File: config.mk
export PLATFORM = sky130hd
export DESIGN_NAME = irs_ctrl
export DESIGN_NICKNAME = d
export VERILOG_FILES = /design/src/hdl/irs_pkg.sv /design/src/hdl/irs_ctrl.sv
export SDC_FILE = /design/constraint.sdc
export NUM_CORES = 1
export LEC_CHECK = 0
export ABC_AREA = 1
export BUFFER_PORTS_ARGS = -buffer_cell sky130_fd_sc_hd__buf_2
export CAP_MARGIN = 20
export CORE_AREA = 2 2 39 41
export DETAILED_ROUTE_END_ITERATION = 8
export DIE_AREA = 0 0 41 43
export SLEW_MARGIN = 20
export SYNTH_ARGS = -nofsm -noshare
export SYNTH_HDL_FRONTEND = slang
export SYNTH_SLANG_ARGS = --single-unit
export TNS_END_PERCENT = 50
File: constraint.sdc
create_clock -name clk -period 1.31 [get_ports clk]
set_input_delay 0.3275 -clock clk [delete_from_list [all_inputs] [get_ports clk]]
set_output_delay 0.3275 -clock clk [all_outputs]
set_load 0.02 [all_outputs]
File: src/hdl/irs_pkg.sv
// Package for the image rescaler: register indexes, field widths, operation and state codes.
// Used by every design module of the rescaler; depends on nothing.
package irs_pkg;

  localparam int ColW   = 7;
  localparam int RowW   = 7;
  localparam int AddrW  = ColW + RowW;
  localparam int MaxSrc = 128;
  localparam int SrcW   = 8;
  localparam int TgtW   = 12;
  localparam int FracW  = 8;
  // Dividend for the shared divider: 12-bit coordinate times 8-bit size, shifted by FracW.
  localparam int NumW   = TgtW + SrcW + FracW;
  localparam int CntW   = 5;

  localparam logic [2:0] RegSrcWidth  = 3'd0;
  localparam logic [2:0] RegSrcHeight = 3'd1;
  localparam logic [2:0] RegTgtWidth  = 3'd2;
  localparam logic [2:0] RegTgtHeight = 3'd3;
  localparam logic [2:0] RegFilter    = 3'd4;

  localparam logic OpLoad  = 1'b0;
  localparam logic OpQuery = 1'b1;

  typedef enum logic [3:0] {
    ST_IDLE, ST_DIVX_GO, ST_DIVX, ST_DIVY_GO, ST_DIVY, ST_ADDR,
    ST_RD0, ST_RD1, ST_RD2, ST_RD3, ST_RD4, ST_BLEND, ST_OUT
  } state_t;

  // Commands from the controller to the datapath.
  typedef struct packed {
    logic capture;
    logic write_px;
    logic div_start;
    logic div_sel_y;
    logic div_save_x;
    logic div_save_y;
    logic make_addr;
    logic [1:0] rd_sel;
    logic rd_en;
    logic [1:0] save_sel;
    logic save_en;
    logic blend;
    logic out_load;
  } ctrl_t;

  // Status from the datapath to the controller.
  typedef struct packed {
    logic div_done;
    logic is_query;
  } stat_t;

endpackage

File: src/hdl/irs_ctrl.sv
// Controller state machine of the rescaler: sequences loads, divisions, store reads and blend.
// Depends on irs_pkg.
module irs_ctrl (
  input  logic            clk,
  input  logic            rst,
  input  logic            in_valid,
  output logic            in_ready,
  output logic            out_valid,
  input  logic            out_ready,
  output irs_pkg::ctrl_t  ctrl,
  input  irs_pkg::stat_t  stat
);

  irs_pkg::state_t state, state_next;
  logic            out_full, out_full_next;

  // The output register frees the next query while a result waits.
  always_ff @(posedge clk) begin
    if (rst) begin
      state    <= irs_pkg::ST_IDLE;
      out_full <= 1'b0;
    end else begin
      state    <= state_next;
      out_full <= out_full_next;
    end
  end

  assign in_ready  = (state == irs_pkg::ST_IDLE);
  assign out_valid = out_full;

  // Next state.
  always_comb begin
    state_next = state;
    unique case (state)
      irs_pkg::ST_IDLE:    if (in_valid) state_next = irs_pkg::ST_DIVX_GO;
      irs_pkg::ST_DIVX_GO: state_next = stat.is_query ? irs_pkg::ST_DIVX : irs_pkg::ST_IDLE;
      irs_pkg::ST_DIVX:    if (stat.div_done) state_next = irs_pkg::ST_DIVY_GO;
      irs_pkg::ST_DIVY_GO: state_next = irs_pkg::ST_DIVY;
      irs_pkg::ST_DIVY:    if (stat.div_done) state_next = irs_pkg::ST_ADDR;
      irs_pkg::ST_ADDR:    state_next = irs_pkg::ST_RD0;
      irs_pkg::ST_RD0:     state_next = irs_pkg::ST_RD1;
      irs_pkg::ST_RD1:     state_next = irs_pkg::ST_RD2;
      irs_pkg::ST_RD2:     state_next = irs_pkg::ST_RD3;
      irs_pkg::ST_RD3:     state_next = irs_pkg::ST_RD4;
      irs_pkg::ST_RD4:     state_next = irs_pkg::ST_BLEND;
      irs_pkg::ST_BLEND:   state_next = irs_pkg::ST_OUT;
      irs_pkg::ST_OUT:     if (!out_full || out_ready) state_next = irs_pkg::ST_IDLE;
      default:             state_next = irs_pkg::ST_IDLE;
    endcase
  end

  // Command outputs.
  always_comb begin
    ctrl          = '0;
    out_full_next = out_full && !out_ready;
    unique case (state)
      irs_pkg::ST_IDLE:    ctrl.capture = in_valid;
      irs_pkg::ST_DIVX_GO: begin
        ctrl.write_px  = !stat.is_query;
        ctrl.div_start = stat.is_query;
      end
      irs_pkg::ST_DIVX:    ctrl.div_save_x = stat.div_done;
      irs_pkg::ST_DIVY_GO: begin
        ctrl.div_start = 1'b1;
        ctrl.div_sel_y = 1'b1;
      end
      irs_pkg::ST_DIVY:    begin
        ctrl.div_sel_y  = 1'b1;
        ctrl.div_save_y = stat.div_done;
      end
      irs_pkg::ST_ADDR:    ctrl.make_addr = 1'b1;
      irs_pkg::ST_RD0:     begin
        ctrl.rd_en = 1'b1; ctrl.rd_sel = 2'd0;
      end
      irs_pkg::ST_RD1:     begin
        ctrl.rd_en = 1'b1; ctrl.rd_sel = 2'd1;
        ctrl.save_en = 1'b1; ctrl.save_sel = 2'd0;
      end
      irs_pkg::ST_RD2:     begin
        ctrl.rd_en = 1'b1; ctrl.rd_sel = 2'd2;
        ctrl.save_en = 1'b1; ctrl.save_sel = 2'd1;
      end
      irs_pkg::ST_RD3:     begin
        ctrl.rd_en = 1'b1; ctrl.rd_sel = 2'd3;
        ctrl.save_en = 1'b1; ctrl.save_sel = 2'd2;
      end
      irs_pkg::ST_RD4:     begin
        ctrl.save_en = 1'b1; ctrl.save_sel = 2'd3;
      end
      irs_pkg::ST_BLEND:   ctrl.blend = 1'b1;
      irs_pkg::ST_OUT:     if (!out_full || out_ready) begin
        ctrl.out_load = 1'b1;
        out_full_next = 1'b1;
      end
      default: ;
    endcase
  end

endmodule

# Yosys cells after proc, flatten, opt, wreduce, memory -nomap -nowiden
# Cells that the tools add are included.
# Widths: inputs -> output; s select.
totals:
  register_bits: 5
  latchBits: 0
  ram_bits: 0
  rom_bits: 0
  in_bits: 6
  word_cells: 46
  n_memories: 0
op_classes:
  add_sub_neg: 0
  multipliers: 0
  n_div: 0
  magnitude_cmp: 0
  eq_ne: 16
  n_shift: 0
  mux: 20
  bitwise_logic: 0
  reduce_logical: 8
ops:
  columns: ["cell", "count"]
  rows:
  - ["$pmux 4 s13", 1]
  - ["$pmux 3 s4", 2]
  - ["$eq 4x4->1 const B", 5]
  - ["$eq 4x3->1 const B", 4]
  - ["$mux 4", 4]
  - ["$mux 1", 11]
  - ["$eq 4x2->1 const B", 2]
  - ["$ne 2x2->1 const B", 4]
  - ["$eq 4x1->1 const B", 1]
  - ["$logic_not 4->1", 1]
  - ["$reduce_and 4->1", 1]
  - ["$logic_not 1->1", 3]
  - ["$mux 2", 1]
  - ["$pmux 1 s2", 1]
  - ["$reduce_or 2->1", 1]
  - ["$logic_and 1x1->1", 1]
  - ["$logic_or 1x1->1", 1]

# Longest topological paths before layout
logic_depth:
  depth_word: 4
  ltp_mapped: 7
  ltp_nobuf: 7

# Least setup slack after synthesis
# OpenSTA, ideal clock, no wires.
synth_timing:
  path_kind: "flip-flop to output port"
  startpoint: "reg state[3]"
  endpoint: "out ctrl[2] (netlist bit)"
  arrival_ps: 1260
  required_time_ps: 983
  slack_ps: -278
  stages_incl_launch_ff: 6
  path_buffers: 0
  cell_sequence: "dfxtp_1 inv_1 nor2_1 inv_1 nor2_1 or2_2"
synth_lines:
  columns: ["element", "line_no", "text"]
  rows:
  - ["start, declared", "irs_ctrl.sv:14", "irs_pkg::state_t state, state_next;"]
  - ["start signal, assigned", "irs_ctrl.sv:20", "state <= irs_pkg::ST_IDLE;"]
  - ["start signal, assigned", "irs_ctrl.sv:23", "state <= state_next;"]
  - ["end, declared", "irs_ctrl.sv:10", "output irs_pkg::ctrl_t ctrl,"]

==> results_dict.tcl <==
set metrics [dict create \
    multiInputGateArea_um2 334 \
    syn_to_final_growth_pct 146 \
    grtUsageMet2_pct 41.6 \
    grt_pass1_vias 719 \
    cpMostUsedCell "inv_1" \
    cp-end-kind "primary output" \
    worstMarginPinSlew_ns 0.259 \
    layout_setup_ws_ns -0.367 \
    power.share.switching_pct 37.5 \
    final_hold_viol_count 0 \
    status "finished with violations" \
    path_class "register to primary output" \
    wire_per_inst_um 13.3 \
    die_w_um 41 \
    finalPower_mw 0.624 \
    clkSlewWorstSetupHoldPaths_ns 0.05 \
    p_clk_share_pct 30.4 \
    tritoncts "yes" \
    max-slew-margin-rel_pct 82.7 \
    synth-edff-count 0 \
    cts-hold-fix-buffers 0 \
    viasPerCell 4.81 \
    finalCritPeriodShare_pct 128 \
    gr-total-overflow 0 \
    grt_use_met3_pct 9.95 \
    synthArstFlopShare_pct 0 \
    grtUsageMet1_pct 23.9 \
    drtAntennaViolNets 0 \
    setup_viol 18 \
    fin_skew_ns 0.00872 \
    synth_seq_cells 5 \
    p_sw_mw 0.234 \
    vias 698 \
    pin_count 23 \
    period_needed_ns 1.68 \
    synth_xor_area_share_pct 0 \
    drc 0 \
    cpMaxStageDelayCell "dfxtp_4" \
    core_region_area_mm2 0.00138 \
    top_usage_layer "met2" \
    syn_area_per_cell_um2 5.60 \
    synth-simple-area-share_pct 47.7 \
    min_path_type "input port to register" \
    cts_num_sinks 5 \
    yosys-mux-area-fraction_pct 0 \
    root_buffer "clkbuf_4" \
    ys_seq_area_share_pct 24.2 \
    drive_above_1_share_pct 70.5 \
    cp_top_family "buffers and inverters" \
    die-area_mm2 0.00176 \
    grt_first_pass_wirelength_um 2850 \
    synth_compound_area_share_pct 10.9 \
    vdd_drop_max_uv 404 \
    power.density_mw_per_mm2 613 \
    die_h_um 43 \
    violations "negative setup slack" \
    fill_cells 100 \
    drt_iter0_drc 9 \
    start_util_pct 29.9 \
    slew_viol_final 0 \
    sequentialPowerShare_pct 28.0 \
    tns_ns -4.46 \
    clk_latency_ns 0.26 \
    diodes 0 \
    seq_area_um2 113 \
    cap_violations 0 \
    num_rows 14 \
    synth_top_family_by_area "simple AND/OR/NAND/NOR gates" \
    clk_path_buf_depth 2 \
    p_comb_share_pct 41.6 \
    critical_path_arrival_ns 1.35 \
    path_buf_inv 4 \
    dr.pass1.iters 4 \
    max_stage_delay_ns 0.36 \
    fmax_mhz 596 \
    placed_cells 129 \
    place_ws_ns -0.105 \
    leakage_nw 0.550 \
    finalWeightedCongestion 0.756 \
    p_int_mw 0.390 \
    grt_setup_unrepaired "true" \
    routed_wl_um 1930 \
    yosysWarnings 0 \
    synth_fp_nets 80 \
    track_usage_pct 24.4 \
    port_buffers 22 \
    hpwl_um 1010 \
    synth.cell_area_um2 414 \
    synth_cell_types 17 \
    grt_max_degree 8 \
    crit_fanout 7 \
    finalNonFillerCells 145 \
    syn_inst 74 \
    critPathLaunchType "register" \
    cts_buffers 3 \
    cts.htree.levels 1 \
    synth_fa_ha_area_share_pct 0 \
    cp.required_ns 0.98 \
    antenna_found_initial 0 \
    synth-main-ff-cell "dfxtp_1" \
    worstPathCellList "buf_6, nor2_4, inv_1, nand3_2, inv_1, buf_2" \
    fin_nets 136 \
]
## worst paths after layout
check,cells past startpoint,start,end,slack (ns)
worst min-delay path,2,rst,state[0]$_SDFFE_PP0P_,0.29
worst min register to register,4,out_valid$_SDFF_PP0_,out_valid$_SDFF_PP0_,0.56
worst max register to register,8,state[0]$_SDFFE_PP0P_,out_valid$_SDFF_PP0_,-0.14
worst max-delay path,6,state[0]$_SDFFE_PP0P_,ctrl[4],-0.37
## power by group through the flow
stage	clock, mW	combinational, mW	sequential [mW]
after floorplan	0	0.113	0.170
after global placement	0	0.189	0.174
after detailed placement	0	0.190	0.173
after CTS	0.190	0.229	0.175
after global routing	0.208	0.278	0.174
final	0.190	0.260	0.175
## registers in the layout, indices dropped and copies added, names as in the netlist
signal	count
state	4
out_valid	1
## worst register-to-register path, delay by kind of cell (launching register included)
kind,cells,cell delay (ns)
AOI/OAI and AO/OA,1,0.11
buffers and inverters,5,0.55
DFF,1,0.36
and+or+nand+nor,2,0.36
## logic make-up after synthesis
family / Yosys count
buffers and inverters: 18
AND/OR/NAND/NOR: 43
AO/OA/AOI/OAI: 8
flip-flops: 5
## repair_timing
| item | 4_1_cts | 5_1_grt |
|---|---|---|
| endpoints found under the setup margin | 16 | 21 |
| setup buffers | 16 | 7 |
| cloned | 0 | 0 |
| resized for setup | 43 | 33 |
| pin swaps | 6 | 15 |
## synth_stat cells (2+ instances only)
master | number | area share [%]
o21ai_0 | 3 | 3.6
nor2_1 | 10 | 9.1
nor3_1 | 2 | 2.4
inv_1 | 16 | 15
nand2_1 | 18 | 16
nand3_1 | 7 | 8.5
a21oi_1 | 3 | 3.6
nor2_4 | 2 | 5.4
dfxtp_1 | 5 | 24
## per-layer routing
| metal | vias up | wire length (um) |
|---|---|---|
| li1 | 341 | - |
| met1 | 320 | 766 |
| met2 | 27 | 1010 |
| met3 | 10 | 82 |
| met4 | 0 | 73 |
| met5 | - | 0 |
## metrics by stage
stage / hold slack, ns / util, % / area (um2)
global placement: 0.529 / 48.7 / 674
floorplan: 0.397 / - / 417
CTS: 0.292 / 67.5 / 935
finish: 0.291 / 73.6 / 1020
detailed placement: 0.537 / 48.7 / 674
global route: 0.303 / 73.6 / 1020
## cell type report
| cell class | count | area share [%] |
|---|---|---|
| Clock buffer | 4 | 2.58 |
| Tap cell | 16 | 1.97 |
| Timing Repair Buffer | 52 | 44.8 |
| Multi-Input combinational cell | 51 | 32.8 |
| Inverter | 17 | 6.76 |
| Sequential cell | 5 | 11.1 |
## layout by cell type (no fill, tap or decap), types with 3 or more instances in the layout
cell,Yosys,layout
inv_2,1,4
nor2_2,1,4
inv_1,16,11
buf_6,0,23
clkbuf_4,0,3
nor2_4,2,6
buf_4,1,21
nand2_1,18,9
nand2_2,0,9
dfxtp_4,0,3
buf_2,0,8
nand3_1,7,5
nor2_1,10,3
(Power assumes the default switching activity.)
